`config.mk`:
```
export PLATFORM = sky130hd
export DESIGN_NAME = rpfs_ram
export DESIGN_NICKNAME = d
export VERILOG_FILES = /design/src/rtl/rpfs_ram.sv
export SDC_FILE = /design/constraint.sdc
export NUM_CORES = 1
export LEC_CHECK = 0
export BUFFER_PORTS_ARGS = -buffer_cell sky130_fd_sc_hd__buf_4
export CORE_AREA = 5 5 308 310
export DETAILED_ROUTE_END_ITERATION = 6
export DIE_AREA = 0 0 313 315
export GPL_TIMING_DRIVEN = 0
export PLACE_DENSITY = 0.69
export REMOVE_ABC_BUFFERS = 1
export SETUP_SLACK_MARGIN = 0.05
export SLEW_MARGIN = 30
export SYNTH_ARGS = -nofsm -noshare
export SYNTH_HDL_FRONTEND = slang
export SYNTH_SLANG_ARGS = --single-unit
```
`constraint.sdc`:
```
create_clock -name clk -period 2.2 [get_ports clk]
set_clock_uncertainty 0.1 [all_clocks]
set_input_delay 0.11 -clock clk [delete_from_list [all_inputs] [get_ports clk]]
set_output_delay 0.11 -clock clk [all_outputs]
set_load 0.01 [all_outputs]
```
`src/rtl/rpfs_ram.sv`:
```
module rpfs_ram #(
    parameter int WIDTH = 8,
    parameter int DEPTH = 144,
    parameter int AW    = (DEPTH > 1) ? $clog2(DEPTH) : 1
) (
    input  logic             clk,
    input  logic             we,
    input  logic [AW-1:0]    waddr,
    input  logic [WIDTH-1:0] wdata,
    input  logic             re,
    input  logic [AW-1:0]    raddr,
    output logic [WIDTH-1:0] rdata
);

    logic [WIDTH-1:0] mem [DEPTH];
    logic [WIDTH-1:0] rdata_reg;

    always_ff @(posedge clk)
    begin
        if (we)
        begin
            mem[waddr] <= wdata;
        end
        if (re)
        begin
            rdata_reg <= mem[raddr];
        end
    end

    assign rdata = rdata_reg;

endmodule

```
Word-level counts from Yosys, hierarchy flattened
Memories as Yosys holds them, arrays and structs flattened. A register that Yosys moved wholly into a read port is not among the register bits.
Cells that the tools add are included.
Word-level totals
  input bits: 27
  logic and storage cells: 3
  bits in latches: 0
  bits in writable memories: 1152
  register bits: 0
  memories kept: 1
  bits in read-only memories: 0
Memory list
  mem: words 144, bits a word 8, rd ports 1, clocked after memory_dff 1, write ports 1, RTL line 15  | logic [WIDTH-1:0] mem [DEPTH];
Cells by class
  bitwise operators: 0
  reductions and logical operators: 0
  $add $sub $neg: 0
  shift-type cells: 0
  $lt $le $gt $ge: 0
  divide/modulo/power cells: 0
  equality and inequality tests: 0
  muxes and demuxes: 2
  multiply operators: 0
Operators by type and width (count)
  1-bit 2-to-1 mux: 2

Longest topological paths before layout
Gate-level depths: netlist of run 1.
  depth after elaboration: 2
  depth in mapped cells: 12

Least setup slack after synthesis of run 1
OpenSTA, ideal clock, no wires.
  path kind: input-to-reg
  start: in raddr[0]
  end: reg rdata_reg[7] (netlist: rdata[7]) (read register of mem), data pin
  buffers on the path: 4
  setup time: 0.265 ns
  slack: 0.003 ns
  data arrival time: 1.832 ns
  required time: 1.835 ns
  stages: 9
  path through: buf_6 > buf_12 > buf_8 > buf_6 > mux4_1 > a22oi_1 > a21oi_1 > o41ai_2 > a31oi_1
RTL lines
  start, declared: RTL line 11  | input logic [AW-1:0] raddr,
  end, declared: RTL line 16  | logic [WIDTH-1:0] rdata_reg;

==> results of run 1 <==
[report_power, final]
group,switching (mW),internal [mW],total [mW]
combinational,1.49,0.974,2.47
clock,7.92,10.8,18.8
sequential,0.0261,24.4,24.4
total,9.43,36.2,45.6
[cell usage after synthesis]
library cell / number / area (µm²)
sky130_fd_sc_hd__mux4_2: 218 / 4910
sky130_fd_sc_hd__o31a_2: 2 / 20.0
sky130_fd_sc_hd__buf_1: 3 / 11.3
sky130_fd_sc_hd__nand3_1: 33 / 165
sky130_fd_sc_hd__o41ai_2: 4 / 65.1
sky130_fd_sc_hd__o211ai_1: 4 / 30.0
sky130_fd_sc_hd__a31oi_1: 8 / 50.1
sky130_fd_sc_hd__nor4_2: 1 / 12.5
sky130_fd_sc_hd__nand2_1: 41 / 154
sky130_fd_sc_hd__nand2b_1: 14 / 87.6
sky130_fd_sc_hd__o31a_1: 1 / 8.76
sky130_fd_sc_hd__inv_1: 2 / 7.51
sky130_fd_sc_hd__edfxtp_1: 1160 / 34800
sky130_fd_sc_hd__buf_6: 16 / 180
sky130_fd_sc_hd__nor3_1: 3 / 15.0
sky130_fd_sc_hd__nor2_1: 155 / 582
sky130_fd_sc_hd__mux2_2: 11 / 124
sky130_fd_sc_hd__a311oi_1: 4 / 35.0
sky130_fd_sc_hd__mux2i_1: 108 / 1080
sky130_fd_sc_hd__clkbuf_8: 3 / 41.3
sky130_fd_sc_hd__nand4_1: 9 / 56.3
sky130_fd_sc_hd__a221oi_1: 4 / 35.0
sky130_fd_sc_hd__a22oi_1: 83 / 623
sky130_fd_sc_hd__o22ai_1: 4 / 25.0
sky130_fd_sc_hd__buf_12: 7 / 140
sky130_fd_sc_hd__and2_1: 3 / 18.8
sky130_fd_sc_hd__or3b_2: 1 / 8.76
sky130_fd_sc_hd__buf_4: 11 / 82.6
sky130_fd_sc_hd__buf_8: 12 / 180
sky130_fd_sc_hd__a211oi_1: 12 / 90.1
sky130_fd_sc_hd__a21boi_0: 4 / 30.0
sky130_fd_sc_hd__a21oi_1: 44 / 220
sky130_fd_sc_hd__buf_2: 15 / 75.1
sky130_fd_sc_hd__nor2b_1: 21 / 131
sky130_fd_sc_hd__mux4_1: 41 / 1080
sky130_fd_sc_hd__or2b_2: 1 / 8.76
sky130_fd_sc_hd__and2b_2: 3 / 26.3
sky130_fd_sc_hd__clkbuf_1: 51 / 191
sky130_fd_sc_hd__a32oi_1: 4 / 35.0
sky130_fd_sc_hd__dlygate4sd1_1: 2 / 17.5
sky130_fd_sc_hd__nand3b_1: 2 / 15.0
sky130_fd_sc_hd__o21ai_0: 9 / 45.0
[logic make-up after synthesis]
group	count (synthesis)	synth area share [%]
multiplexers	378	15.8
AO/OA/AOI/OAI	187	2.88
buffers and inverters	122	2.04
flip-flops	1160	76.5
AND/OR/NAND/NOR	287	2.81
[per-layer routing]
metal,global-route usage (%),share of wire [%]
met1,30.4,39
met2,35.1,49
met3,3.64,8.4
met4,7.14,3.1
met5,0,0
[worst max-delay path, cell delays in order, from the launching register on]
cell	delay, ns
sky130_fd_sc_hd__edfxtp_1	0.37
sky130_fd_sc_hd__mux4_2	0.52
sky130_fd_sc_hd__mux4_2	0.54
sky130_fd_sc_hd__o22ai_4	0.25
sky130_fd_sc_hd__nor3_4	0.07
sky130_fd_sc_hd__nor3_4	0.30
sky130_fd_sc_hd__a311oi_4	0.09
[through the flow]
step                      setup slack, ns  hold WS (ns)  instances  instance area [µm²]  setup TNS, ns
after floorplan                     0.146         0.109       2014                44600              0
after global placement              -6.03         0.345       3234                46400        -590.60
after detailed placement            -1.94         0.360       3247                46800        -627.94
after CTS                          -0.327        0.0119       3477                51400          -1.43
after global routing               -0.407        0.0377       3497                51900          -1.52
final                              -0.336        0.0757       3498                51900          -3.75
[timing repair]
| action | in CTS | in global routing |
|---|---|---|
| endpoints found under the hold margin | 10 | 255 |
| setup buffers | 9 | 1 |
| gates resized for setup | 108 | 48 |
| hold buffers | 4 | 6 |
| pin swaps | 16 | 10 |
| endpoints found under the setup margin | 506 | 373 |
| gates cloned | 14 | 2 |
[worst paths after layout]
check / slack, ns / cells past startpoint / end / from
worst max-delay path: -0.34 / 6 / rdata[6] / mem[50][6]
worst min-delay path: 0.08 / 3 / rdata[5] / raddr[7]
worst max register to register: -0.34 / 6 / rdata[6] / mem[50][6]
worst min register to register: 0.98 / 5 / rdata[1] / mem[75][1]
[cell type report]
class,count,area (µm²)
timing repair buffer,89,1560
clock buffer,134,2930
multi-input combinational,852,10400
clock inverter,69,648
tap,1186,1480
antenna,6,15.0
inverter,2,7.51
fill,6460,39500
sequential,1160,34800
==> reports/qor.txt, run 1 <==
================================================================================
Largest register FFs ..............................................        1,152
Fin crit share ....................................................         115%
Overall via count from detail_route ...............................       22,100
Clock buffer count from CTS .......................................          110
Area growth from synthesis to final layout ........................        13.9%
Synth warnings ....................................................            0
Mean instance size in the synthesized netlist .....................     21.3 µm²
Remaining antenna violation count after routing ...................            0
Pwr Density .......................................................   879 nW/µm²
Worst-Margin Slew .................................................      1.04 ns
Quantity of I/O buffers inserted on ports .........................           34
Core region area ..................................................   91,400 µm²
Leakage power of the design .......................................      16.2 nW
First-pass GRT wire length ........................................   156,000 µm
DRC errors left ...................................................            0
Startpoint types ..................................................    flip-flop
Status ............................................................ finished with violations
Distinct cells, synth .............................................           42
All-layer global routing usage ....................................        21.6%
Routed WL per cell ................................................      30.6 µm
CP endpoint kind ..................................................    flip-flop
Worst EP required .................................................      2.48 ns
Wirelength, routed ................................................   107,000 µm
Count of state elements after synthesis ...........................        1,160
Placed wire-length estimate after detailed placement ..............    60,600 µm
Initial DRT Pass Iterations .......................................            6
Net count reported at finish ......................................        2,242
Master cell of the clock root buffer .............................. sky130_fd_sc_hd__clkbuf_16
Number of levels the H-tree was split into ........................            3
Setup repair after global routing missed its margin ...............         true
Maximum clock rate ................................................      394 MHz
Share of post-route cells with drive strength above 1 .............        27.0%
Violated checks ................................................... negative setup slack
Horizontal extent of the die ......................................       313 µm
Power after layout ................................................      45.6 mW
DR iter-0 viols ...................................................        2,707
Later-pin clock latency in the skew report ........................      0.67 ns
Worst-case setup margin in the final layout .......................    -0.336 ns
Start-to-end type of the worst setup path ......................... flip-flop to flip-flop
Commonest non-fill, non-tap cells in the layout ................... sky130_fd_sc_hd__edfxtp_1, sky130_fd_sc_hd__mux4_2, sky130_fd_sc_hd__clkbuf_16
Number of pins exceeding their max-slew limit in the final report .            0
Top Ports .........................................................           35
Portion of the post-synthesis area used by sequential elements ....        76.5%
Post-layout utilization of the core ...............................        56.8%
Normalized max-slew margin ........................................        30.2%
Maximum clock insertion buffer count ..............................            3
CTS clk-pin slew, worst paths .....................................      0.06 ns
Die area ..........................................................   98,600 µm²
TritonCTS clock tree ..............................................        built
Vias in the first global route ....................................       22,500
Leading cell type in the layout, fill and taps excluded ........... sky130_fd_sc_hd__edfxtp_1
Synth Cell Area ...................................................   45,500 µm²
Hold Vio Cnt, Final ...............................................            0
Post-Synthesis Cells ..............................................        2,134
Routability cong. .................................................        0.816
Average via count per standard cell ...............................         6.33
Final setup violation count .......................................           39
Maximum number of pins on one net before global-route repair ......          145
Number of max-cap violations ......................................            0
CTS sink cnt ......................................................        1,160
Largest fanout on the critical path ...............................            1
Type of the most critical hold path ............................... input pin to flip-flop
Row cnt ...........................................................          111
Final period demand of the worst path .............................      2.54 ns
Crit path arrival time ............................................      2.81 ns
IR drop worst, VDD ................................................   0.000755 V
Initial Util ......................................................        49.8%
Floorplan die height ..............................................       315 µm
Grt total ovfl ....................................................            0
Initial antenna violation count ...................................            5
================================================================================
(Power assumes the default switching activity.)
==> inputs of run 2 (changes only) <==
Settings changed: SKIP_LAST_GASP from default to 1.
==> run 2 against run 1 <==
  * The run ends with negative hold slack, negative setup slack left
  * Register-to-register slack got worse by 0.05 ns
  * Count of clock-buffer cells in the layout did not move
  * Maximum frequency fell by 2.1%
  * Final cell count barely moved
  * Hold slack got worse by 0.083 ns
  * Die area did not move
  * Wire length fell by 0.18%
  * Critical endpoint unchanged
  * Highest routed layer unchanged
==> reports/qor.txt, run 2 (same netlist as run 1, synthesis figures left out) <==
================================================================================
Status ............................................................ finished with violations
Violated checks ................................................... negative hold slack, negative setup slack
Final period demand of the worst path .............................      2.59 ns
Net count reported at finish ......................................        2,241
Quantity of I/O buffers inserted on ports .........................           34
Highest-delay cell along the critical path ........................ sky130_fd_sc_hd__mux4_2
Initial antenna violation count ...................................            5
Master cell of the clock root buffer .............................. sky130_fd_sc_hd__clkbuf_16
Routability cong. .................................................        0.816
Min-Delay Path Depth ..............................................            4
Number of levels the H-tree was split into ........................            3
CP endpoint kind ..................................................    flip-flop
Maximum clock insertion buffer count ..............................            3
Leading cell type in the layout, fill and taps excluded ........... sky130_fd_sc_hd__edfxtp_1
Number of max-cap violations ......................................            0
Maximum number of pins on one net before global-route repair ......          145
TritonCTS clock tree ..............................................        built
Start-to-end type of the worst setup path ......................... flip-flop to flip-flop
Die area ..........................................................   98,600 µm²
Later-pin clock latency in the skew report ........................      0.67 ns
Top Ports .........................................................           35
Core region area ..................................................   91,400 µm²
Pwr Density .......................................................   880 nW/µm²
Post-Place Cell Area ..............................................   46,800 µm²
Worst-Margin Slew .................................................      1.01 ns
Leakage power of the design .......................................      16.2 nW
Worst hold slack after final layout ...............................  -0.00713 ns
DR iter-0 viols ...................................................        2,700
Cell area after layout ............................................   51,900 µm²
Clock buffer count from CTS .......................................          110
Vias in the first global route ....................................       22,500
Grt total ovfl ....................................................            0
Row cnt ...........................................................          111
Final setup violation count .......................................           53
CTS clk-pin slew, worst paths .....................................      0.06 ns
Critical Path, Cell by Cell ....................................... mux4_2, mux4_2, o22ai_4, nor3_2, nor3_4, a311oi_2
All-layer global routing usage ....................................        21.6%
Placed wire-length estimate after detailed placement ..............    60,600 µm
Worst EP required .................................................      2.47 ns
Maximum clock rate ................................................      386 MHz
IR drop worst, VDD ................................................   0.000756 V
Average via count per standard cell ...............................         6.31
Crit path arrival time ............................................      2.86 ns
Routed WL per cell ................................................      30.5 µm
Power after layout ................................................      45.6 mW
Highest cell delay on the worst timing path .......................      0.54 ns
Start of the worst register-to-register path ......................   mem[50][6]
Destination of the worst register-to-register timing path .........     rdata[6]
Commonest non-fill, non-tap cells in the layout ................... sky130_fd_sc_hd__edfxtp_1, sky130_fd_sc_hd__mux4_2, sky130_fd_sc_hd__clkbuf_16
Number of pins exceeding their max-slew limit in the final report .            0
Initial DRT Pass Iterations .......................................            5
Setup repair after global routing missed its margin ...............         true
Sum of negative setup slack .......................................     -5.17 ns
CTS sink cnt ......................................................        1,160
Worst-case setup margin in the final layout .......................    -0.391 ns
Startpoint types ..................................................    flip-flop
Area growth from synthesis to final layout ........................        13.8%
Horizontal extent of the die ......................................       313 µm
First-pass GRT wire length ........................................   156,000 µm
Initial Util ......................................................        49.8%
Largest register FFs ..............................................        1,152
Normalized max-slew margin ........................................        32.6%
Terminating pin of the worst hold path ............................     rdata[1]
Hold Vio Cnt, Final ...............................................            1
Wirelength, routed ................................................   107,000 µm
Remaining antenna violation count after routing ...................            0
DRC errors left ...................................................            0
Floorplan die height ..............................................       315 µm
Hold path start ...................................................     raddr[7]
Type of the most critical hold path ............................... input pin to flip-flop
Share of post-route cells with drive strength above 1 .............        27.2%
Fin crit share ....................................................         118%
R2R Setup Slk .....................................................     -0.39 ns
Number of cells on the worst reg-to-reg path ......................            6
Largest fanout on the critical path ...............................            1
Overall via count from detail_route ...............................       22,100
Library cell appearing most often on the critical path ............ sky130_fd_sc_hd__mux4_2
================================================================================
-- run 2: changes by cell type in the layout (fill, tap and decap cells not counted), sizes merged --
cell / before / now
buf: 58 / 59
dlygate4sd3: 10 / 9
bufbuf: 13 / 12
-- run 2: area by class of cell --
class,count,area (µm²)
sequential,1160,34800
antenna,6,15.0
clock inverter,69,648
tap,1186,1480
inverter,2,7.51
fill,6468,39500
timing repair buffer,88,1550
multi-input combinational,852,10400
clock buffer,134,2930
-- run 2: how the worst max path moves through the flow --
stage / start / to / slack [ns] / depth (start not counted)
after detailed placement: raddr[0] / rdata[6] / -1.94 / 9
after global placement: raddr[0] / rdata[6] / -6.03 / 7
final: mem[50][6] / rdata[6] / -0.39 / 6
after CTS: mem[50][6] / rdata[6] / -0.35 / 6
after global routing: mem[58][6] / rdata[6] / -0.41 / 6
after floorplan: mem[51][6] / rdata[6] / 0.15 / 6
-- run 2: power breakdown --
part / internal [mW] / leakage, nW / switching, mW / total [mW]
clock network: 10.8 / 1.76 / 7.94 / 18.8
logic: 0.966 / 4.01 / 1.49 / 2.45
registers: 24.4 / 10.4 / 0.0261 / 24.4
-- run 2: repair_timing --
item                                    CTS  global route
endpoints found under the hold margin    10           278
gates resized for setup                  95            59
pin swaps                                14             8
endpoints found under the setup margin  506           416
hold buffers                              3             6
buffers inserted                          9             1
cloned                                   14             2
-- run 2: worst max-delay path: cells and delay by family (launching register included) --
family	cells	cell delay [ns]
mux	2	1.06
flops	1	0.37
compound gates	2	0.36
simple gates	2	0.40
-- run 2: routing by layer --
layer  routed length [µm]  global-route usage [%]  vias up
met1                41900                    30.2    11700
li1                     -                       -     9139
met4                 3530                    7.28        0
met2                52200                    35.1     1078
met5                    0                       0        -
met3                 9160                    3.71      195
-- run 2: metrics by stage --
| step | worst slack, ns | hold slack, ns | utilization, % | instances |
|---|---|---|---|---|
| detailed placement | -1.94 | 0.360 | 51.2 | 3247 |
| floorplan | 0.146 | 0.109 | - | 2014 |
| CTS | -0.351 | 0.00518 | 56.2 | 3476 |
| global placement | -6.03 | 0.345 | 50.7 | 3234 |
| finish | -0.391 | -0.00713 | 56.7 | 3497 |
| global route | -0.414 | -0.0360 | 56.7 | 3496 |
==> inputs of run 3 (changes only) <==
Settings changed: CORE_AREA 5 5 308 310 to 5 5 325 327, DIE_AREA 0 0 313 315 to 0 0 330 332, HOLD_SLACK_MARGIN from default to 0.02, PLACE_DENSITY 0.69 to 0.63.
==> run 3 against run 2 <==
  * The flow finishes with violations (negative setup slack)
  * Worst setup slack better by 0.10 ns
  * Critical path depth unchanged
  * Sequential power about the same
  * Combinational power down 2%
  * First-iteration DRC count down 8.6%
  * Core utilization down 6.2 points
  * Hold slack better by 0.087 ns
  * Die area up 11%
  * Final cell count up 5.5%
  * Non-clock buffer count up 1
  * Clock power about the same
  * Critical path type unchanged
  * Largest cell class unchanged
==> reports/qor.txt, run 3 (same netlist as run 1, synthesis figures left out) <==
================================================================================
Initial antenna violation count ...................................            1
First-pass GRT wire length ........................................   156,000 µm
CP endpoint kind ..................................................    flip-flop
R2R Setup Slk .....................................................     -0.29 ns
Grt total ovfl ....................................................            0
Largest register FFs ..............................................        1,152
Maximum clock rate ................................................      402 MHz
CTS clk-pin slew, worst paths .....................................      0.06 ns
Leading cell type in the layout, fill and taps excluded ........... sky130_fd_sc_hd__edfxtp_1
Worst EP required .................................................      2.47 ns
Routability cong. .................................................        0.828
Top Ports .........................................................           35
Routed WL per cell ................................................      28.8 µm
Commonest non-fill, non-tap cells in the layout ................... sky130_fd_sc_hd__edfxtp_1, sky130_fd_sc_hd__mux4_2, sky130_fd_sc_hd__clkbuf_16
Worst-case setup margin in the final layout .......................    -0.288 ns
Later-pin clock latency in the skew report ........................      0.70 ns
Net count reported at finish ......................................        2,245
Wirelength, routed ................................................   106,000 µm
Initial Util ......................................................        44.4%
Master cell of the clock root buffer .............................. sky130_fd_sc_hd__clkbuf_16
Number of levels the H-tree was split into ........................            3
Number of inserted diodes .........................................            0
Largest fanout on the critical path ...............................            1
Violated checks ................................................... negative setup slack
Maximum number of pins on one net before global-route repair ......          145
Row cnt ...........................................................          118
Area growth from synthesis to final layout ........................        13.9%
Share of post-route cells with drive strength above 1 .............        25.8%
Overall via count from detail_route ...............................       21,800
Start of the worst register-to-register path ......................   mem[23][2]
Last element of the critical path .................................     rdata[2]
Highest cell delay on the worst timing path .......................      0.52 ns
Core region area ..................................................  103,000 µm²
Buffers plus inverters on the worst setup path ....................            0
Normalized max-slew margin ........................................        26.3%
TritonCTS clock tree ..............................................        built
Quantity of I/O buffers inserted on ports .........................           34
Final setup violation count .......................................            8
Placed wire-length estimate after detailed placement ..............    62,300 µm
Critical Path, Cell by Cell ....................................... mux4_2, a22oi_2, a21oi_1, a211oi_2, o31a_1, a311oi_2
Destination of the worst register-to-register timing path .........     rdata[2]
Cell count along the critical path ................................            6
Leakage power of the design .......................................      16.1 nW
Crit. Startpoint ..................................................   mem[23][2]
IR drop worst, VDD ................................................   0.000960 V
Pwr Density .......................................................   883 nW/µm²
Horizontal extent of the die ......................................       330 µm
Power after layout ................................................      45.8 mW
Cell area after layout ............................................   51,900 µm²
Type of the most critical hold path ............................... input pin to flip-flop
Post-Place Cell Area ..............................................   47,100 µm²
All-layer global routing usage ....................................        19.4%
Number of max-cap violations ......................................            0
Start-to-end type of the worst setup path ......................... flip-flop to flip-flop
CTS sink cnt ......................................................        1,160
Top delay family on crit path ..................................... compound AO/OA/AOI/OAI gates
Status ............................................................ finished with violations
DRC errors left ...................................................            0
Clock buffer count from CTS .......................................          113
DR iter-0 viols ...................................................        2,467
Maximum clock insertion buffer count ..............................            3
Die area ..........................................................  110,000 µm²
Setup repair after global routing missed its margin ...............         true
Worst-Margin Slew .................................................      1.10 ns
Crit path arrival time ............................................      2.76 ns
Average via count per standard cell ...............................         5.91
Startpoint types ..................................................    flip-flop
Vias in the first global route ....................................       22,200
Fin crit share ....................................................         113%
Final period demand of the worst path .............................      2.49 ns
Remaining antenna violation count after routing ...................            0
Number of pins exceeding their max-slew limit in the final report .            0
Floorplan die height ..............................................       332 µm
Initial DRT Pass Iterations .......................................            5
Number of cells on the worst reg-to-reg path ......................            6
Highest-delay cell along the critical path ........................ sky130_fd_sc_hd__mux4_2
Hold Vio Cnt, Final ...............................................            0
================================================================================
-- run 3: report_power, final --
part	internal [mW]	leakage [nW]	switching, mW	total [mW]
clock	10.9	1.80	8.09	19.0
sequential	24.4	10.4	0.0150	24.4
combinational	0.912	3.86	1.48	2.39
-- run 3: worst min-delay path, delay by kind of cell --
family,cells,cell delay (ns)
buffers and inverters,1,0.15
and+or+nand+nor,2,0.38
-- run 3: repair_timing --
item | 4_1_cts | 5_1_grt
resized for setup | 106 | 26
gates cloned | 8 | 0
hold buffers | 16 | 2
endpoints found under the hold margin | 295 | 51
pin swaps | 9 | 9
buffers inserted | 0 | 7
endpoints found under the setup margin | 498 | 451
-- run 3: worst min-delay path by stage --
stage	startpoint	depth (start not counted)	end
finish	waddr[0]	3	mem[35][4]
global route	waddr[3]	4	mem[76][5]
CTS	wdata[2]	1	mem[50][2]
detailed placement	re	1	rdata[6]
global placement	re	1	rdata[6]
floorplan	wdata[0]	0	mem[0][0]
-- run 3: metal layers --
metal | wire (µm) | track usage, %
met1 | 43500 | 27.8
met2 | 52000 | 31.1
met3 | 7620 | 3.14
met4 | 3170 | 6.05
met5 | 0 | 0
-- run 3: cell type report --
class | instances | area, µm²
Clock buffer | 131 | 2920
Clock inverter | 76 | 751
Fill cell | 8016 | 50700
Inverter | 2 | 7.51
Multi-Input combinational cell | 852 | 10200
Sequential cell | 1160 | 34800
Tap cell | 1380 | 1730
Timing Repair Buffer | 89 | 1380
-- run 3: per-stage QoR --
step	TNS [ns]	std cells	setup WS, ns	utilization, %	hold slack (ns)
finish	-1.85	3690	-0.288	50.5	0.0802
detailed placement	-595.13	3443	-1.93	45.9	0.290
CTS	-4.91	3674	-0.292	50.2	0.0206
floorplan	0	2014	0.146	-	0.109
global route	-2.18	3690	-0.329	50.5	0.0603
global placement	-597.78	3428	-6.01	45.4	0.281
